--- src/hdl/wcs_pkg.sv ---
// ----------------------------------------------------------------------------
// wcs_pkg
// shared widths, register indexes and control types of the simplifier
// ----------------------------------------------------------------------------
package wcs_pkg;

    localparam int COORD_W     = 32;
    localparam int CFG_W       = 16;
    localparam int CFG_IDX_W   = 4;
    localparam int LIMB_W      = 33;
    localparam int LIMB_IDX_W  = 2;
    localparam int PROD_W      = 2 * LIMB_W;
    localparam int OP_W        = 3 * LIMB_W;
    localparam int LEN_W       = 2 * LIMB_W;
    localparam int DSQ_W       = 4 * LIMB_W;
    localparam int ACC_W       = 168;
    localparam int COS_SHIFT   = 30;
    localparam int N_MAC_STEPS = 18;
    localparam int STEP_W      = 5;

    localparam logic [CFG_IDX_W-1:0] CFG_MIN_LENGTH    = CFG_IDX_W'(0);
    localparam logic [CFG_IDX_W-1:0] CFG_COS_THRESHOLD = CFG_IDX_W'(1);

    localparam logic [CFG_W-1:0] MIN_LENGTH_RST    = CFG_W'(256);
    localparam logic [CFG_W-1:0] COS_THRESHOLD_RST = CFG_W'(32276);

    typedef enum logic [3:0] {
        SRC_ZERO,
        SRC_MX1,
        SRC_MY1,
        SRC_MX2,
        SRC_MY2,
        SRC_C2,
        SRC_L1,
        SRC_L2,
        SRC_DOT,
        SRC_CL
    } t_src;

    typedef enum logic [1:0] {
        SG_POS,
        SG_X,
        SG_Y
    } t_sgn;

    typedef enum logic [2:0] {
        DST_NONE,
        DST_L1,
        DST_L2,
        DST_DOT,
        DST_CL,
        DST_DSQ
    } t_dst;

    typedef enum logic {
        EM_PEND,
        EM_CUR
    } t_emit;

    typedef enum logic [1:0] {
        KP_NONE,
        KP_CUR,
        KP_PEND
    } t_kept;

    typedef struct packed {
        t_src                  a_sel;
        logic [LIMB_IDX_W-1:0] a_limb;
        t_src                  b_sel;
        logic [LIMB_IDX_W-1:0] b_limb;
        logic                  clr;
        t_sgn                  sgn;
        t_dst                  dst;
    } t_mac_cmd;

    typedef struct packed {
        logic     cur_load;
        logic     diff_load;
        t_mac_cmd mac;
        logic     emit;
        t_emit    emit_sel;
        logic     emit_final;
        t_kept    kept_sel;
        logic     pend_load;
    } t_dp_cmd;

    typedef struct packed {
        logic out_free;
        logic keep;
    } t_dp_stat;

endpackage

--- src/hdl/wcs_ctrl.sv ---
// ----------------------------------------------------------------------------
// wcs_ctrl
// path state and sequencer: steps the multiply-accumulate schedule and
// decides which waypoints go to the output register
// ----------------------------------------------------------------------------
module wcs_ctrl (
    input  logic              i_clk,
    input  logic              i_rst_n,
    input  logic              i_in_valid,
    input  logic              i_in_final,
    output logic              o_in_ready,
    output wcs_pkg::t_dp_cmd  o_cmd,
    input  wcs_pkg::t_dp_stat i_stat
);
    import wcs_pkg::*;

    typedef enum logic [2:0] {
        S_IDLE,
        S_DIFF,
        S_MAC,
        S_FLUSH,
        S_DECIDE,
        S_FINISH
    } t_state;

    localparam logic [STEP_W-1:0] LAST_STEP = STEP_W'(N_MAC_STEPS - 1);
    localparam logic [1:0] PTS_START = 2'd0;
    localparam logic [1:0] PTS_FIRST = 2'd1;
    localparam logic [1:0] PTS_PEND  = 2'd2;

    localparam t_mac_cmd MAC_NOP = '{
        a_sel: SRC_ZERO, a_limb: '0, b_sel: SRC_ZERO, b_limb: '0,
        clr: 1'b0, sgn: SG_POS, dst: DST_NONE
    };

    function automatic t_mac_cmd f_mac(input t_src a, input logic [LIMB_IDX_W-1:0] al,
                                       input t_src b, input logic [LIMB_IDX_W-1:0] bl,
                                       input logic clr, input t_sgn sg, input t_dst d);
        t_mac_cmd c;
        c.a_sel  = a;
        c.a_limb = al;
        c.b_sel  = b;
        c.b_limb = bl;
        c.clr    = clr;
        c.sgn    = sg;
        c.dst    = d;
        return c;
    endfunction

    // squared lengths, dot product, cos^2 * l1, dot^2, then cos^2 * l1 * l2
    function automatic t_mac_cmd f_rom(input logic [STEP_W-1:0] s);
        t_mac_cmd c;
        unique case (s)
            5'd0:    c = f_mac(SRC_MX1, 2'd0, SRC_MX1, 2'd0, 1'b1, SG_POS, DST_NONE);
            5'd1:    c = f_mac(SRC_MY1, 2'd0, SRC_MY1, 2'd0, 1'b0, SG_POS, DST_NONE);
            5'd2:    c = f_mac(SRC_MX2, 2'd0, SRC_MX2, 2'd0, 1'b1, SG_POS, DST_L1);
            5'd3:    c = f_mac(SRC_MY2, 2'd0, SRC_MY2, 2'd0, 1'b0, SG_POS, DST_NONE);
            5'd4:    c = f_mac(SRC_MX1, 2'd0, SRC_MX2, 2'd0, 1'b1, SG_X,   DST_L2);
            5'd5:    c = f_mac(SRC_MY1, 2'd0, SRC_MY2, 2'd0, 1'b0, SG_Y,   DST_NONE);
            5'd6:    c = f_mac(SRC_C2,  2'd0, SRC_L1,  2'd0, 1'b1, SG_POS, DST_DOT);
            5'd7:    c = f_mac(SRC_C2,  2'd0, SRC_L1,  2'd1, 1'b0, SG_POS, DST_NONE);
            5'd8:    c = f_mac(SRC_DOT, 2'd0, SRC_DOT, 2'd0, 1'b1, SG_POS, DST_CL);
            5'd9:    c = f_mac(SRC_DOT, 2'd0, SRC_DOT, 2'd1, 1'b0, SG_POS, DST_NONE);
            5'd10:   c = f_mac(SRC_DOT, 2'd1, SRC_DOT, 2'd0, 1'b0, SG_POS, DST_NONE);
            5'd11:   c = f_mac(SRC_DOT, 2'd1, SRC_DOT, 2'd1, 1'b0, SG_POS, DST_NONE);
            5'd12:   c = f_mac(SRC_CL,  2'd0, SRC_L2,  2'd0, 1'b1, SG_POS, DST_DSQ);
            5'd13:   c = f_mac(SRC_CL,  2'd0, SRC_L2,  2'd1, 1'b0, SG_POS, DST_NONE);
            5'd14:   c = f_mac(SRC_CL,  2'd1, SRC_L2,  2'd0, 1'b0, SG_POS, DST_NONE);
            5'd15:   c = f_mac(SRC_CL,  2'd1, SRC_L2,  2'd1, 1'b0, SG_POS, DST_NONE);
            5'd16:   c = f_mac(SRC_CL,  2'd2, SRC_L2,  2'd0, 1'b0, SG_POS, DST_NONE);
            5'd17:   c = f_mac(SRC_CL,  2'd2, SRC_L2,  2'd1, 1'b0, SG_POS, DST_NONE);
            default: c = MAC_NOP;
        endcase
        return c;
    endfunction

    t_state            r_state, n_state;
    logic [STEP_W-1:0] r_step, n_step;
    logic [1:0]        r_pts, n_pts;
    logic              r_fin, n_fin;

    always_comb begin
        n_state = r_state;
        n_step  = r_step;
        n_pts   = r_pts;
        n_fin   = r_fin;

        o_cmd.cur_load   = 1'b0;
        o_cmd.diff_load  = 1'b0;
        o_cmd.mac        = MAC_NOP;
        o_cmd.emit       = 1'b0;
        o_cmd.emit_sel   = EM_CUR;
        o_cmd.emit_final = 1'b0;
        o_cmd.kept_sel   = KP_NONE;
        o_cmd.pend_load  = 1'b0;

        unique case (r_state)
            S_IDLE: begin
                if (i_in_valid) begin
                    o_cmd.cur_load = 1'b1;
                    n_fin          = i_in_final;
                    n_state        = (r_pts >= PTS_PEND) ? S_DIFF : S_FINISH;
                end
            end
            S_DIFF: begin
                o_cmd.diff_load = 1'b1;
                n_step          = '0;
                n_state         = S_MAC;
            end
            S_MAC: begin
                o_cmd.mac = f_rom(r_step);
                if (r_step == LAST_STEP) begin
                    n_state = S_FLUSH;
                end else begin
                    n_step = r_step + STEP_W'(1);
                end
            end
            S_FLUSH: begin
                n_state = S_DECIDE;
            end
            S_DECIDE: begin
                if (!i_stat.keep) begin
                    n_state = S_FINISH;
                end else if (i_stat.out_free) begin
                    o_cmd.emit       = 1'b1;
                    o_cmd.emit_sel   = EM_PEND;
                    o_cmd.emit_final = 1'b0;
                    o_cmd.kept_sel   = KP_PEND;
                    n_state          = S_FINISH;
                end
            end
            S_FINISH: begin
                if (r_fin) begin
                    if (i_stat.out_free) begin
                        o_cmd.emit       = 1'b1;
                        o_cmd.emit_final = 1'b1;
                        n_pts            = PTS_START;
                        n_state          = S_IDLE;
                    end
                end else if (r_pts == PTS_START) begin
                    if (i_stat.out_free) begin
                        o_cmd.emit     = 1'b1;
                        o_cmd.kept_sel = KP_CUR;
                        n_pts          = PTS_FIRST;
                        n_state        = S_IDLE;
                    end
                end else begin
                    o_cmd.pend_load = 1'b1;
                    n_pts           = PTS_PEND;
                    n_state         = S_IDLE;
                end
            end
            default: begin
                n_state = S_IDLE;
            end
        endcase
    end

    always_ff @(posedge i_clk) begin
        if (!i_rst_n) begin
            r_state <= S_IDLE;
            r_step  <= '0;
            r_pts   <= PTS_START;
            r_fin   <= 1'b0;
        end else begin
            r_state <= n_state;
            r_step  <= n_step;
            r_pts   <= n_pts;
            r_fin   <= n_fin;
        end
    end

    assign o_in_ready = (r_state == S_IDLE);

`ifndef ASSERT_OFF
    a_emit_free: assert property (@(posedge i_clk) disable iff (!i_rst_n)
        o_cmd.emit |-> i_stat.out_free)
        else $error("result written while output register busy");

    a_pts_range: assert property (@(posedge i_clk) disable iff (!i_rst_n)
        r_pts != 2'd3)
        else $error("points seen out of range");

    a_pend_judged: assert property (@(posedge i_clk) disable iff (!i_rst_n)
        (i_in_valid && o_in_ready && r_pts == PTS_PEND) |=> r_state == S_DIFF)
        else $error("pending point not judged");

    a_sched_end: assert property (@(posedge i_clk) disable iff (!i_rst_n)
        (r_state == S_MAC && r_step == LAST_STEP) |=> (r_state == S_FLUSH))
        else $error("schedule overran");
`endif

endmodule

--- config.mk ---
export PLATFORM = sky130hd
export DESIGN_NAME = wcs_ctrl
export DESIGN_NICKNAME = d
export VERILOG_FILES = /design/src/hdl/wcs_pkg.sv /design/src/hdl/wcs_ctrl.sv
export SDC_FILE = /design/constraint.sdc
export NUM_CORES = 1
export LEC_CHECK = 0
export BUFFER_PORTS_ARGS = -buffer_cell sky130_fd_sc_hd__buf_2
export CORE_ASPECT_RATIO = 1.1
export CORE_MARGIN = 4
export CORE_UTILIZATION = 50
export CTS_BUF_LIST = sky130_fd_sc_hd__clkbuf_8
export DETAILED_ROUTE_END_ITERATION = 6
export GPL_TIMING_DRIVEN = 0
export HOLD_SLACK_MARGIN = 0.12
export MAX_ROUTING_LAYER = met4
export PLACE_DENSITY = 0.74
export SLEW_MARGIN = 25
export SYNTH_ARGS = -nofsm -noshare
export SYNTH_HDL_FRONTEND = slang
export SYNTH_SLANG_ARGS = --single-unit
--- constraint.sdc ---
create_clock -name i_clk -period 3.25 [get_ports i_clk]
set_input_delay 0.1625 -clock i_clk [delete_from_list [all_inputs] [get_ports i_clk]]
set_output_delay 0.1625 -clock i_clk [all_outputs]
set_load 0.02 [all_outputs]
# [After elaboration in Yosys (flattened, before gate mapping)]
# Memory sizes are Yosys's and may differ from the RTL's. A register that Yosys moved wholly into a read port is not among the register bits.
# Index checks and enable logic that the tools add are counted.
[totals] ff_bits=11 latch_bits=0 ram_bits=0 rom_bits=544 out_inout_bits=27 mem_count=1
[op_classes] addsub=1 n_mul=0 div=0 order_cmp=1 n_eq_ne=12 shift=0 muxes=35 bitwise_logic=0 n_reduce_logical=7
[mem_list] memory="(name not given)" words=32 word_bits=17 rd=1 rd_clocked_by_memory_dff=1 wr=0 line_no="wcs_ctrl.sv:53" source="unique case (s)"
[ops] cell="3-bit 2-to-1 mux" count=9
[ops] cell="5-bit 2-to-1 mux" count=5
[ops] cell="18-bit 2-to-1 mux" count=1
[ops] cell="3-bit one-hot mux with 6 select lines" count=1
[ops] cell="1-bit 2-to-1 mux" count=11
[ops] cell="2-bit 2-to-1 mux" count=5
[ops] cell="2-bit inequality test (second input constant)" count=5
[ops] cell="5-bit one-hot mux with 2 select lines" count=1
[ops] cell="3-bit by 2-bit equality test with 1-bit output (second input constant)" count=2
[ops] cell="3-bit equality test (second input constant)" count=2
[ops] cell="3-bit one-hot mux with 2 select lines" count=1
[ops] cell="3-bit AND reduction" count=2
[ops] cell="5-bit by 1-bit adder with 5-bit output (second input constant)" count=1
[ops] cell="5-bit equality test (second input constant)" count=1
[ops] cell="2-bit AND reduction" count=2
[ops] cell="3-bit by 1-bit equality test with 1-bit output (second input constant)" count=1
[ops] cell="3-bit logical NOT" count=1
[ops] cell="3-bit inequality test (second input constant)" count=1
[ops] cell="2-bit greater-or-equal comparator (second input constant)" count=1
[ops] cell="2-bit logical NOT" count=1
[ops] cell="1-bit one-hot mux with 2 select lines" count=1
[ops] cell="2-bit nonzero test" count=1

# [Longest topological paths before layout]
[depth] depth_word=5 depth_mapped=10 depth_no_buf=10

# [Least setup slack after synthesis]
# No wires, ideal clock.
[synth_timing] path_type="register to register" startpoint="reg r_state[0]" endpoint="reg with a tool-made name" setup_ns=0.123 arrival_ns=2.286 t_required_ns=3.127 slack_ns=0.841 path_stages_with_launch=11 path_buffers=1 path_cell_list="dfxtp_1 buf_4 or3b_4 inv_2 a211oi_1 o21ai_0 inv_1 ha_1 nor2b_1 a211oi_1 o21ai_1"
[synth_rtl] element="start: declaration" line_no="wcs_ctrl.sv:77" source="t_state r_state, n_state;"
[synth_rtl] element="start signal: assignment" line_no="wcs_ctrl.sv:166" source="r_state <= n_state;"

==> run_results.csv <==
group,metric,value,unit
synth,ys_ff_latch,28,
power,ir_worst_vdd,380.3,uV
layout,final_common_cell,"buf_2",
global_routing,grt_pass1_wl,5561,microns
synth,synthCells,176,
clock_tree,cts.sinks,28,
power,p_per_area,576.3,nW/um^2
clock_tree,clk_latency,0.27,ns
die,core-area,2878,sq um
synth,netlist_area,1548,sq um
clock_tree,cts_tree,"yes",
route,vias,1355,
place,finalWeightedCongestion,0.8834,
setup_path,critical_path_buf_inv_count,3,
clock_tree,clk_pin_slew,0.09,ns
clock_tree,postCtsSetupRepairBufs,0,
layout,areaGrowthSynthToFinish,15.93,%
timing,setup-tns-final,0,ns
clock_tree,cts_buffers,3,
clock_tree,clk_path_buf_depth,2,
global_routing,track_usage,18.58,%
setup_path,cp-start-kind,"flop",
synth,synth_ff_type,"dfxtp_1",
timing,rsz0062_at_grt,"false",
route,wire_per_inst,13.47,microns
global_routing,grt_overflow_total,0,
timing,tightest_slew,0.8947,ns
die,num_rows,20,
synth,synth_xor_xnor_area_share,0.5659,%
setup_path,critPathCaptureType,"flop",
global_routing,first_global_vias,1256,
synth,ys_seq_area_share,36.22,%
setup_path,cp_max_fo,10,
run,drv_cap,0,
synth,synth-edff-count,0,
synth,synthSimpleGateAreaFrac,29.67,%
setup_path,slowest_delay,0.71,ns
synth,syn_nets,190,
synth,avgSynthCellArea,8.794,sq um
setup_path,slowest_stage,"o21ai_0",
layout,fillerInstances,252,
route,vias_per_cell,5.576,
clock_tree,htreeDepth,1,
route,drc,0,
global_routing,antenna_found_initial,0,
layout,final_cell_mix,"buf_2 (33), dfxtp_1 (28), and2_1 (21)",
synth,synthMuxAreaShare,2.991,%
die,die_h,66.35,microns
setup_path,critPathMostFrequentCell,"a211oi_1",
timing,post-route-period-util,89.41,%
synth,synth_top_family_by_area,"simple AND/OR/NAND/NOR gates",
layout,nets,225,
synth,ys_types,54,
die,die_area,4050,sq um
clock_tree,holdBufCountCts,0,
global_routing,grt_max_degree,16,
synth,synth_compound_area_share,17.78,%
timing,hold_viol,0,
die,top_level_ports,33,
setup_path,critPathKind,"flop to flop",
route,routed_wl,3273,microns
layout,finalCoreUtilization,62.35,%
die,chipWidth,61.05,microns
synth,yosys_warnings,0,
timing,max_freq,0.3441,GHz
setup_path,crit_family,"compound AO/OA/AOI/OAI gates",
clock_tree,ctsResizeCount,0,
place,io_buffers,30,
power,p_leak,0.8324,nW
status,status,"complete, no violations",
place,dpl.hpwl,2475,microns
setup_path,path_cells,"clkbuf_1 -> nor3b_2 -> buf_2 -> a211oi_1 -> o21ai_0 -> inv_1 -> ha_1 -> nor2b_1 -> a211oi_1 -> o21ai_1",
timing,period_needed,2.906,ns
synth,synthAdderAreaFrac,6.467,%
timing,finalSetupViolations,0,
timing,final-max-slew-violation-count,0,
setup_path,cp_data_arrival_time,3.07,ns
timing,max-slew-margin-rel,39.72,%
clock_tree,clock_tree.root_cell,"clkbuf_8",
layout,antenna_cells,0,
die,initial_core_util,53.78,%
layout,drive_gt1_share,26.67,%
synth,async_flop_share,0,%
timing,skew,0.002315,ns
min_path,hold_path.class,"input port to flop",
route,antenna_left,0,
setup_path,cp_data_required_time,3.41,ns
route,drt_iter0_drc,45,
route,dr.pass1.iters,4,
cell type report:
| cell class | instances | area, sq um | share of cell area, % |
|---|---|---|---|
| plain buffers | 9 | 48.80 | 2.720 |
| well taps | 33 | 41.29 | 2.301 |
| repair buffers | 30 | 150.1 | 8.368 |
| multi-input cells | 127 | 893.4 | 49.79 |
| flip-flops and latches | 28 | 560.5 | 31.24 |
| clock buffers | 4 | 55.05 | 3.068 |
| inverters | 12 | 45.04 | 2.510 |
per-layer routing:
metal | vias to the layer above | global-route usage (%) | routed length, microns
met5 | - | - | 0
met4 | 0 | 10.30 | 82
met3 | 6 | 2.539 | 208
met2 | 57 | 27.78 | 1512
met1 | 612 | 23.70 | 1469
li1 | 680 | - | -
final timing paths:
kind,endpoint,depth (start not counted),startpoint,slack [ns]
worst min-delay path,r_fin,3,i_in_final,0.15
worst max register to register,flop,10,r_state[2],0.34
worst min register to register,r_fin,2,r_fin,0.58
worst max-delay path,flop,10,r_state[2],0.34
kinds of logic (layout without fill, tap and decap cells):
group / Yosys count / in the layout
AO/OA/AOI/OAI: 35 / 35
multiplexers: 4 / 4
adder cells (fa/ha/maj): 8 / 8
buffers and inverters: 21 / 55
other: 1 / 1
AND/OR/NAND/NOR: 78 / 78
XOR/XNOR: 1 / 1
flip-flops: 28 / 28
synth_stat cells, types with 3 or more instances:
cell type | count | area share, %
nor2b_1 | 4 | 1.6
nor2_1 | 15 | 3.6
buf_2 | 3 | 0.97
buf_4 | 3 | 1.5
a21oi_1 | 8 | 2.6
a211oi_1 | 4 | 1.9
and2_1 | 21 | 8.5
nand2_1 | 6 | 1.5
o21ai_0 | 5 | 1.6
nand3_1 | 4 | 1.3
ha_1 | 8 | 6.5
dfxtp_1 | 28 | 36
clkbuf_1 | 3 | 0.73
inv_1 | 9 | 2.2
nor3_1 | 10 | 3.2
worst reg2reg max path, delay by kind of cell, from the launching register on:
| family | cells | cell delay [ns] |
|---|---|---|
| compound gates | 4 | 1.09 |
| buf+inv | 3 | 0.63 |
| simple gates | 2 | 0.47 |
| flops | 1 | 0.33 |
| fa+ha+maj | 1 | 0.27 |
through the flow:
stage | hold slack [ns] | power (W) | instances | setup slack (ns) | cell area, sq um
final | 0.1473 | 0.001034 | 243 | 0.3442 | 1794
after global routing | 0.2046 | 0.001113 | 243 | 0.04370 | 1794
after CTS | 0.1462 | 0.001037 | 243 | 0.3157 | 1794
after detailed placement | 0.4238 | 0.0008289 | 239 | 0.3442 | 1739
after global placement | 0.4082 | 0.0008156 | 239 | 0.4589 | 1739
after floorplan | 0.3098 | 0.0007307 | 176 | 0.8409 | 1548
power breakdown:
| part | internal [W] | switching, W |
|---|---|---|
| clock network | 0.000108 | 0.000101 |
| logic | 0.000167 | 0.000255 |
| registers | 0.000382 | 0.0000199 |
(Power assumes the default switching activity.)
